### config.mk
export PLATFORM = sky130hd
export DESIGN_NAME = qma_front
export DESIGN_NICKNAME = d
export VERILOG_FILES = /design/src/design/quaternion_multiply_accumulate_assert.svh /design/src/design/qma_pkg.sv /design/src/design/qma_front.sv
export SDC_FILE = /design/constraint.sdc
export NUM_CORES = 1
export LEC_CHECK = 0
export BUFFER_PORTS_ARGS = -buffer_cell sky130_fd_sc_hd__clkbuf_2
export CORE_AREA = 2 2 159 161
export DETAILED_ROUTE_END_ITERATION = 12
export DIE_AREA = 0 0 161 163
export PLACE_DENSITY = 0.81
export SLEW_MARGIN = 20
export SYNTH_ARGS = -nofsm -noshare
export SYNTH_HDL_FRONTEND = slang
export SYNTH_SLANG_ARGS = --single-unit
### constraint.sdc
create_clock -name vclk -period 2.32
set_input_delay 0 -clock vclk [all_inputs]
set_output_delay 0 -clock vclk [all_outputs]
set_load 0.05 [all_outputs]
### src/design/quaternion_multiply_accumulate_assert.svh
// assertion macros shared by the quaternion multiply-accumulate modules
// expects clk_i and rst_ni in the scope where a macro is used
`ifndef QUATERNION_MULTIPLY_ACCUMULATE_ASSERT_SVH
`define QUATERNION_MULTIPLY_ACCUMULATE_ASSERT_SVH

// expression holds at every rising clock edge out of reset
`define QMA_ASSERT_ALWAYS(label, expr, msg) \
  label: assert property (@(posedge clk_i) disable iff (!rst_ni) (expr)) else $error(msg);

// consequent holds in the same cycle as the antecedent
`define QMA_ASSERT_IMP(label, ante, cons, msg) \
  label: assert property (@(posedge clk_i) disable iff (!rst_ni) (ante) |-> (cons)) \
    else $error(msg);

// consequent holds in the cycle after the antecedent
`define QMA_ASSERT_NXT(label, ante, cons, msg) \
  label: assert property (@(posedge clk_i) disable iff (!rst_ni) (ante) |=> (cons)) \
    else $error(msg);

`endif

### src/design/qma_pkg.sv
// shared constants and types of the quaternion multiply-accumulate block
// no dependencies
`timescale 1ns / 1ps
`default_nettype none

package qma_pkg;

  // default field format, Q1.14 in 16 bits
  localparam int unsigned DataWidthDef = 16;
  localparam int unsigned FracBitsDef  = 14;

  // entries in the queue between front and back
  localparam int unsigned QueueDepth = 2;

  // number of pre-added operand terms, two for each of the eight products
  localparam int unsigned NumTerms = 16;

  typedef enum logic {
    CMD_MUL = 1'b0,  // product replaces stored quaternion
    CMD_MAC = 1'b1   // product added to stored quaternion
  } qma_cmd_e;

endpackage

`default_nettype wire

### src/design/qma_front.sv
// front end: takes input items, decodes the command and forms the pre-added
// operand pairs of the eight-multiplier product; depends on qma_pkg
`timescale 1ns / 1ps
`default_nettype none

module qma_front #(
  parameter int unsigned DATA_WIDTH = qma_pkg::DataWidthDef
) (
  input  wire logic                                         s_valid_i,
  output logic                                              s_ready_o,
  input  wire logic [8*DATA_WIDTH-1:0]                      s_data_i,
  input  wire logic                                         s_cmd_i,
  output logic                                              push_valid_o,
  input  wire logic                                         push_ready_i,
  output logic [qma_pkg::NumTerms*(DATA_WIDTH+1):0]         push_data_o
);
  import qma_pkg::*;

  localparam int unsigned W  = DATA_WIDTH;
  localparam int unsigned TW = DATA_WIDTH + 1;

  logic signed [W-1:0]  aw, ax, ay, az, bw, bx, by, bz;
  logic signed [TW-1:0] term [NumTerms];
  qma_cmd_e             cmd;

  assign aw = $signed(s_data_i[0*W +: W]);
  assign ax = $signed(s_data_i[1*W +: W]);
  assign ay = $signed(s_data_i[2*W +: W]);
  assign az = $signed(s_data_i[3*W +: W]);
  assign bw = $signed(s_data_i[4*W +: W]);
  assign bx = $signed(s_data_i[5*W +: W]);
  assign by = $signed(s_data_i[6*W +: W]);
  assign bz = $signed(s_data_i[7*W +: W]);

  assign cmd = s_cmd_i ? CMD_MAC : CMD_MUL;

  // even index left factor, odd index right factor, products A..H in order
  always_comb begin
    term[0]  = TW'(aw) + TW'(ax);
    term[1]  = TW'(bw) + TW'(bx);
    term[2]  = TW'(az) - TW'(ay);
    term[3]  = TW'(by) - TW'(bz);
    term[4]  = TW'(ax) - TW'(aw);
    term[5]  = TW'(by) + TW'(bz);
    term[6]  = TW'(ay) + TW'(az);
    term[7]  = TW'(bx) - TW'(bw);
    term[8]  = TW'(ax) + TW'(az);
    term[9]  = TW'(bx) + TW'(by);
    term[10] = TW'(ax) - TW'(az);
    term[11] = TW'(bx) - TW'(by);
    term[12] = TW'(aw) + TW'(ay);
    term[13] = TW'(bw) - TW'(bz);
    term[14] = TW'(aw) - TW'(ay);
    term[15] = TW'(bw) + TW'(bz);
  end

  always_comb begin
    push_data_o = '0;
    for (int k = 0; k < NumTerms; k++) begin
      push_data_o[k*TW +: TW] = term[k];
    end
    push_data_o[NumTerms*TW] = (cmd == CMD_MAC);
  end

  assign push_valid_o = s_valid_i;
  assign s_ready_o    = push_ready_i;

endmodule

`default_nettype wire

==> results_dict.tcl <==
set metrics [dict create \
    avgRoutedWirePerCell_um 19.6 \
    synth_top_area_frac 0.262 \
    path_delay_family "compound AO/OA/AOI/OAI gates" \
    fill_cells 1793 \
    finalWeightedCongestion 0.990 \
    synthTopCellsByArea "ha_1 26%, xnor2_1 12%, a21oi_1 7.9%" \
    die_w_um 161 \
    p_seq_frac 0 \
    ant_nets 0 \
    slowest_stage "ha_1" \
    nClkBuffers 0 \
    crit_path_max_incr_delay_ps 330 \
    final.min_clock_period_ps 2330 \
    holdBufCountCts 0 \
    antenna_found_initial 0 \
    drtIter0Drc 1229 \
    p_leak_nw 9.44 \
    fp.dieArea_sq_um 26200 \
    port-buffer-count 400 \
    tightest_slew_ps 542 \
    total_power_mw 10.6 \
    outcome "finished with violations" \
    max_freq_ghz 0.429 \
    synth_mux_area_frac 0 \
    dp_hpwl_mm 44.6 \
    setup_viol 2 \
    drive_gt1_frac 0.392 \
    regArea_sq_um 0 \
    grt_pass1_vias 15200 \
    yosysTopAreaCell "ha_1" \
    p_clk_frac 0 \
    path_buf_inv 4 \
    syn2layout_area_growth_pct 54.0 \
    rsz0062_at_grt "true" \
    overflow 0 \
    switching_share 0.649 \
    critPathArrivalTime_ps 2330 \
    internal_power_mw 3.70 \
    switching_power_mw 6.85 \
    synthXorXnorAreaFrac 0.142 \
    yosysUniqueCellTypes 81 \
    hold_violations 0 \
    coreArea_sq_um 24700 \
    grt_pass1_wl_mm 78.0 \
    slew_headroom 0.636 \
    synth_top_family_by_area "compound AO/OA/AOI/OAI gates" \
    final_util 0.763 \
    post-route-period-util 1.01 \
    vias_per_cell 5.76 \
    end_kind "output pin" \
    initial_core_util 0.496 \
    worstPathRequired_ps 2320 \
    synth-simple-area-share 0.179 \
    synth_compound_area_frac 0.290 \
    path_max_fanout 4 \
    grt_max_degree 12 \
    fin_ws_ps -13.2 \
    synth.most_common_cell "ha_1" \
    cap_violations 0 \
    slew_viol_final 0 \
    seq_cell_count 0 \
    drc 0 \
    grtUsageTotal 0.366 \
    multi_input_area_sq_um 12200 \
    vias 15600 \
    crit_path_start_kind "primary input" \
    criticalPathCategory "primary input to output pin" \
    powerDensity_nw_per_um2 560 \
    pwr-share-comb 1.000 \
    ios 406 \
    synth_fa_ha_area_frac 0.288 \
    syn_area_per_cell_sq_um 6.92 \
    synthCells 1767 \
    yosysSeqAreaShare 0 \
    violations "setup timing" \
    die-height_um 163 \
    vdd_ir_drop_max_mv 0.441 \
    synth_warnings 0 \
    layout.nets 2785 \
    synth_nets 2170 \
    path_cells "clkbuf_2 > buf_4 > inv_1 > ha_1 > nand2b_1 > a221oi_4 > o21ai_2 > nor2_2 > a21oi_1 > o31ai_1 > xnor2_1 > buf_12" \
    min_path_type "primary input to output pin" \
    synth.cell_area_sq_um 12200 \
    ys_top_cells_by_count "256 x ha_1, 212 x inv_1, 192 x a21oi_1, 173 x nor2_1, 169 x xnor2_1" \
    dr.pass1.iters 7 \
    diodes 0 \
    row_count 58 \
    wl_mm 53.1 \
]
metrics by stage:
step                      setup TNS, ps  hold WS (ps)  cells  cell area [sq um]  setup WS [ps]
after global placement            -3200         0.589   2683              17300           -224
after CTS                          -216         0.589   2687              17800           -109
after detailed placement          -5320         0.589   2683              17300           -207
after floorplan                   -94.8           167   1767              12400          -94.8
after global routing               -692         0.152   2710              18800          -67.3
final                             -21.9        0.0193   2710              18800          -13.2
cell usage in the layout, fill, tap and decap left out, drive strengths merged, types with 12 or more instances in the layout:
cell    count
nand3      18
nor2      173
a21oi     192
fa         16
nor3       52
o211ai     15
buf       394
nor2b      40
o21ai      91
xnor2     169
nand2b     38
nor4       12
inv       215
o31a       14
nand2      58
xor2       29
or3        12
o31ai      28
a21o       23
ha        256
o21a       26
o21bai     37
clkbuf    312
per-layer routing:
layer,share of wire,track usage,vias to the layer above
met1,0.37,0.401,7345
met5,0,0,-
met4,0.054,0.153,0
met3,0.069,0.0481,173
li1,-,-,7326
met2,0.51,0.705,759
final timing paths:
kind,startpoint,to,slack [ps],cells after the start
setup / recovery,s_data_i[65],push_data_o[30],-10,12
hold / removal,s_valid_i,push_valid_o,0.02,0
power by group through the flow:
stage | Combinational, mW | Clock, mW | Sequential [mW]
after floorplan | 6.34 | 0 | 0
after global placement | 9.74 | 0 | 0
after detailed placement | 9.83 | 0 | 0
after CTS | 10.0 | 0 | 0
after global routing | 11.0 | 0 | 0
final | 10.6 | 0 | 0
repair_timing:
| action | 4_1_cts | 5_1_grt |
|---|---|---|
| endpoints found under the setup margin | 69 | 100 |
| resized for setup | 92 | 230 |
| pin swaps | 31 | 94 |
| setup buffers | 4 | 24 |
cell type report:
class / count / area share
multi-input cells: 1455 / 0.648
repair buffers: 709 / 0.287
inverters: 216 / 0.0433
well taps: 330 / 0.0219
cell families after synthesis:
logic type / after synthesis
xor+xnor: 198
buf+inv: 312
fa+ha+maj: 272
compound gates: 535
simple gates: 450
Power figures use the tool's default switching activity.
