`src/design/quaternion_multiply_accumulate_assert.svh`:
```
// assertion macros shared by the quaternion multiply-accumulate modules
// expects clk_i and rst_ni in the scope where a macro is used
`ifndef QUATERNION_MULTIPLY_ACCUMULATE_ASSERT_SVH
`define QUATERNION_MULTIPLY_ACCUMULATE_ASSERT_SVH

// expression holds at every rising clock edge out of reset
`define QMA_ASSERT_ALWAYS(label, expr, msg) \
  label: assert property (@(posedge clk_i) disable iff (!rst_ni) (expr)) else $error(msg);

// consequent holds in the same cycle as the antecedent
`define QMA_ASSERT_IMP(label, ante, cons, msg) \
  label: assert property (@(posedge clk_i) disable iff (!rst_ni) (ante) |-> (cons)) \
    else $error(msg);

// consequent holds in the cycle after the antecedent
`define QMA_ASSERT_NXT(label, ante, cons, msg) \
  label: assert property (@(posedge clk_i) disable iff (!rst_ni) (ante) |=> (cons)) \
    else $error(msg);

`endif

```
`src/design/qma_pkg.sv`:
```
// shared constants and types of the quaternion multiply-accumulate block
// no dependencies
`timescale 1ns / 1ps
`default_nettype none

package qma_pkg;

  // default field format, Q1.14 in 16 bits
  localparam int unsigned DataWidthDef = 16;
  localparam int unsigned FracBitsDef  = 14;

  // entries in the queue between front and back
  localparam int unsigned QueueDepth = 2;

  // number of pre-added operand terms, two for each of the eight products
  localparam int unsigned NumTerms = 16;

  typedef enum logic {
    CMD_MUL = 1'b0,  // product replaces stored quaternion
    CMD_MAC = 1'b1   // product added to stored quaternion
  } qma_cmd_e;

endpackage

`default_nettype wire

```
`src/design/qma_queue.sv`:
```
// short queue between front and back of the quaternion multiply-accumulate
// depends on qma_pkg and the assertion macro header
`timescale 1ns / 1ps
`default_nettype none

module qma_queue #(
  parameter int unsigned DATA_WIDTH = qma_pkg::DataWidthDef
) (
  input  wire logic                                         clk_i,
  input  wire logic                                         rst_ni,
  input  wire logic                                         push_valid_i,
  output logic                                              push_ready_o,
  input  wire logic [qma_pkg::NumTerms*(DATA_WIDTH+1):0]    push_data_i,
  output logic                                              pop_valid_o,
  input  wire logic                                         pop_ready_i,
  output logic [qma_pkg::NumTerms*(DATA_WIDTH+1):0]         pop_data_o
);
  import qma_pkg::*;

  `include "quaternion_multiply_accumulate_assert.svh"

  localparam int unsigned EntW = NumTerms * (DATA_WIDTH + 1) + 1;
  localparam int unsigned PtrW = (QueueDepth > 1) ? $clog2(QueueDepth) : 1;
  localparam int unsigned CntW = $clog2(QueueDepth + 1);

  logic [EntW-1:0] mem_q [QueueDepth];
  logic [PtrW-1:0] wr_ptr_q, wr_ptr_d, rd_ptr_q, rd_ptr_d;
  logic [CntW-1:0] cnt_q, cnt_d;
  logic            push, pop;

  assign push_ready_o = (cnt_q != CntW'(QueueDepth));
  assign pop_valid_o  = (cnt_q != '0);
  assign push         = push_valid_i && push_ready_o;
  assign pop          = pop_valid_o && pop_ready_i;
  assign pop_data_o   = mem_q[rd_ptr_q];

  always_comb begin
    wr_ptr_d = wr_ptr_q;
    rd_ptr_d = rd_ptr_q;
    cnt_d    = cnt_q;
    if (push) begin
      wr_ptr_d = (wr_ptr_q == PtrW'(QueueDepth - 1)) ? '0 : wr_ptr_q + 1'b1;
    end
    if (pop) begin
      rd_ptr_d = (rd_ptr_q == PtrW'(QueueDepth - 1)) ? '0 : rd_ptr_q + 1'b1;
    end
    if (push && !pop) begin
      cnt_d = cnt_q + 1'b1;
    end else if (pop && !push) begin
      cnt_d = cnt_q - 1'b1;
    end
  end

  always_ff @(posedge clk_i or negedge rst_ni) begin
    if (!rst_ni) begin
      wr_ptr_q <= '0;
      rd_ptr_q <= '0;
      cnt_q    <= '0;
    end else begin
      wr_ptr_q <= wr_ptr_d;
      rd_ptr_q <= rd_ptr_d;
      cnt_q    <= cnt_d;
    end
  end

  always_ff @(posedge clk_i) begin
    if (push) begin
      mem_q[wr_ptr_q] <= push_data_i;
    end
  end

  `QMA_ASSERT_ALWAYS(a_cnt_bound, cnt_q <= CntW'(QueueDepth), "queue fill count over depth")
  `QMA_ASSERT_NXT(a_cnt_track, push && !pop, cnt_q == $past(cnt_q) + 1'b1, "push lost in queue")

endmodule

`default_nettype wire

```
`config.mk`:
```
export PLATFORM = sky130hd
export DESIGN_NAME = qma_queue
export DESIGN_NICKNAME = d
export VERILOG_FILES = /design/src/design/qma_pkg.sv /design/src/design/qma_queue.sv
export VERILOG_INCLUDE_DIRS = /design/src /design/src/design
export SDC_FILE = /design/constraint.sdc
export NUM_CORES = 1
export LEC_CHECK = 0
export BUFFER_PORTS_ARGS = -buffer_cell sky130_fd_sc_hd__buf_4
export CAP_MARGIN = 25
export CORE_AREA = 2 2 218 220
export DETAILED_ROUTE_END_ITERATION = 7
export DIE_AREA = 0 0 220 222
export GPL_ROUTABILITY_DRIVEN = 0
export HOLD_SLACK_MARGIN = 0.15
export PLACE_DENSITY = 0.69
export SYNTH_ARGS = -nofsm -noshare
export SYNTH_HDL_FRONTEND = slang
export SYNTH_SLANG_ARGS = --single-unit
```
`constraint.sdc`:
```
create_clock -name clk_i -period 14.95 [get_ports clk_i]
set_clock_uncertainty 0.2 [all_clocks]
set_input_delay 2.2425 -clock clk_i [delete_from_list [all_inputs] [get_ports clk_i]]
set_output_delay 2.2425 -clock clk_i [all_outputs]
set_load 0.05 [all_outputs]
```
==> out/qor.yml <==
clock_network:
  worst_skew_pair.late_latency_ps: 580
  cts_root_buf: "clkbuf_16"
  numCtsBuffers: 55
  htreeDepth: 2
  cts-root-to-sink-buffers: 3
  clkSinkCount: 550
  cts_tree: "yes"
  cts_hold_buf: 0
  post-cts-setup-buffers: 0
  clk_pin_slew_ps: 60
  cts_resized: 0
synthesis:
  ys_types: 14
  synth_compound_gate_area_share: 0
  ys_seq_area_frac: 0.8250
  muxShareOfSynthArea: 0.1537
  ys_ff_latch: 550
  synth_area_leaders: "edfxtp_1, mux2_2, buf_6, dfrtp_1, xnor2_1"
  yosys.area_share.simple: 0.001690
  yosys.area.top_type_share: 0.8200
  synth_xor_area_frac: 0.002190
  synth.avg_cell_area_sq_um: 23.06
  yosysTopAreaCell: "edfxtp_1"
  ys_warn_count: 0
  synth_top_family_by_area: "multiplexers"
  netlist_area_sq_um: 20000
  synth_fa_ha_area_frac: 0.0006257
  synth_fp_nets: 1145
  synth_cells: 867
worst_setup_path:
  cp.arrival_ps: 4450
  cp.required_ps: 12510
  r2r_start: "cnt_q[0]"
  rr_endpoint: "mem_q[0][100]"
  r2r_slack_ps: 11250
  start_kind: "flop"
  reg2reg_depth: 6
  endpoint_kind: "output port"
  crit_type: "flop to output port"
  critPathMaxFanout: 74
pwr:
  power.share.switching: 0.3996
  comb_power_share: 0.429
  intPower_mw: 3.737
  powerDensity_nw_per_um2: 235.2
  peakVddDrop_v: 0.0001771
  power_frac_clock: 0.214
  leakage_nw: 9.809
  switchingPower_mw: 2.488
  pwr-share-seq: 0.357
run_status:
  status: "complete, no violations"
sta:
  worstMarginPinSlew_ps: 1059
  fmax_ghz: 0.1450
  hold_viol_final: 0
  rsz0062_at_grt: "false"
  setup_tns_ps: 0
  maxSlewHeadroom: 0.2938
  slew_viol_final: 0
  layout_min_cycle_time_ps: 6896
  period_share: 0.4613
  setup_viol: 0
cells_and_area:
  design_area_sq_um: 26470
  instances_no_fill: 2111
  drive_above_1_share: 0.6105
  final_common_cell: "buf_4"
  nets: 1734
  area_delta_synth_final_pct: 32.38
  fin_util: 0.5722
  layout_common_cells: "buf_4, edfxtp_1, mux2_2"
  fillers: 3508
placed_design:
  dp_hpwl_um: 32150
  placed_cells: 2004
  port_buffers: 551
  place_area_sq_um: 24660
drt:
  drtIter0Drc: 686
  first_pass_iters: 4
  avgRoutedWirePerCell_um: 22.11
  ant_nets: 0
  drc: 0
  vias: 10390
  wirelength_um: 46670
  vias_per_cell: 4.920
grt:
  grt_pass1_wl_um: 66600
  grt_use_total: 0.1844
  grt_max_degree: 145
  antenna_found_initial: 3
  grt_overflow: 0
  first_global_vias: 10830
worst_hold_path:
  min_path_cells: 1
  worstHoldStart: "cnt_q[1]"
  whs_endpoint: "cnt_q[1]"
  hp-class: "flop to flop"
floorplan:
  die_h_um: 222
  core_sq_um: 46260
  die-area_sq_um: 48840
  initial_core_util: 0.4322
  die_w_um: 220
  io_pins: 552
  rows: 79
run:
  drv_cap: 0
## critical path: stages (launching register included)
cell and delay, ps:
dfrtp_4 890, buf_4 520, buf_4 820, buf_4 850, mux2_2 440, buf_4 190
## flip-flops by register name, summed over array words and instances (netlist names)
| register | cells |
|---|---|
| cnt_q | 2 |
| mem_q | 546 |
| wr_ptr_q | 1 |
| rd_ptr_q | 1 |
## power groups by stage
stage	Combinational, mW	Clock [mW]	Sequential [mW]
final	2.67	1.33	2.23
after global routing	2.77	1.43	2.25
after CTS	2.69	1.36	2.23
after detailed placement	2.68	0	2.25
after global placement	2.66	0	2.25
after floorplan	1.98	0	2.33
## layer usage
layer / vias up / wire (um) / global-route usage
met1: 5163 / 17320 / 0.2176
met4: 4 / 1197 / 0.05932
met5: - / 34 / 0
met2: 479 / 23110 / 0.3076
met3: 78 / 4998 / 0.07366
li1: 4663 / - / -
## Yosys cell counts, drive strengths merged
master / n
nand2: 2
edfxtp: 546
mux2: 273
xnor2: 3
dfrtp: 4
and3: 1
xor2: 2
nand2b: 1
ha: 1
or2: 1
buf: 30
nor2: 2
inv: 1
## area by class of cell
cell class	instances	area, sq um	area share
tap	607	759.5	0.02869
sequential	550	16500	0.6234
multi-input combinational	286	3177	0.1200
clock buffer	70	1475	0.05573
clock inverter	33	285.3	0.01078
inverter	1	3.754	0.0001418
timing repair buffer	562	4264	0.1611
antenna	2	5.005	0.0001891
## worst max path at each step
stage,endpoint,start,cells past startpoint
detailed placement,pop_data_o[75],rd_ptr_q,5
global placement,pop_data_o[32],rd_ptr_q,5
finish,pop_data_o[25],rd_ptr_q,5
floorplan,mem_q[0][0],push_valid_i,2
CTS,pop_data_o[75],rd_ptr_q,5
global route,pop_data_o[81],rd_ptr_q,5
## logic make-up (layout without fill, tap and decap cells)
family                   count (synthesis)  count (layout)
multiplexers                           273             273
AND/OR/NAND/NOR                          7               7
adder cells (fa/ha/maj)                  1               1
XOR/XNOR                                 5               5
flip-flops                             550             550
other                                    0               2
buffers and inverters                   31             666
## per-stage QoR
step | setup WS (ps) | power, mW | hold slack (ps)
after global routing | 7777 | 6.449 | 318.2
after detailed placement | 8088 | 4.928 | 296.8
final | 8054 | 6.225 | 304.6
after CTS | 7421 | 6.280 | 308.4
after floorplan | 174.2 | 4.315 | 255.9
after global placement | 8189 | 4.913 | 272.8
No activity file was read; power rests on OpenSTA's default activity.
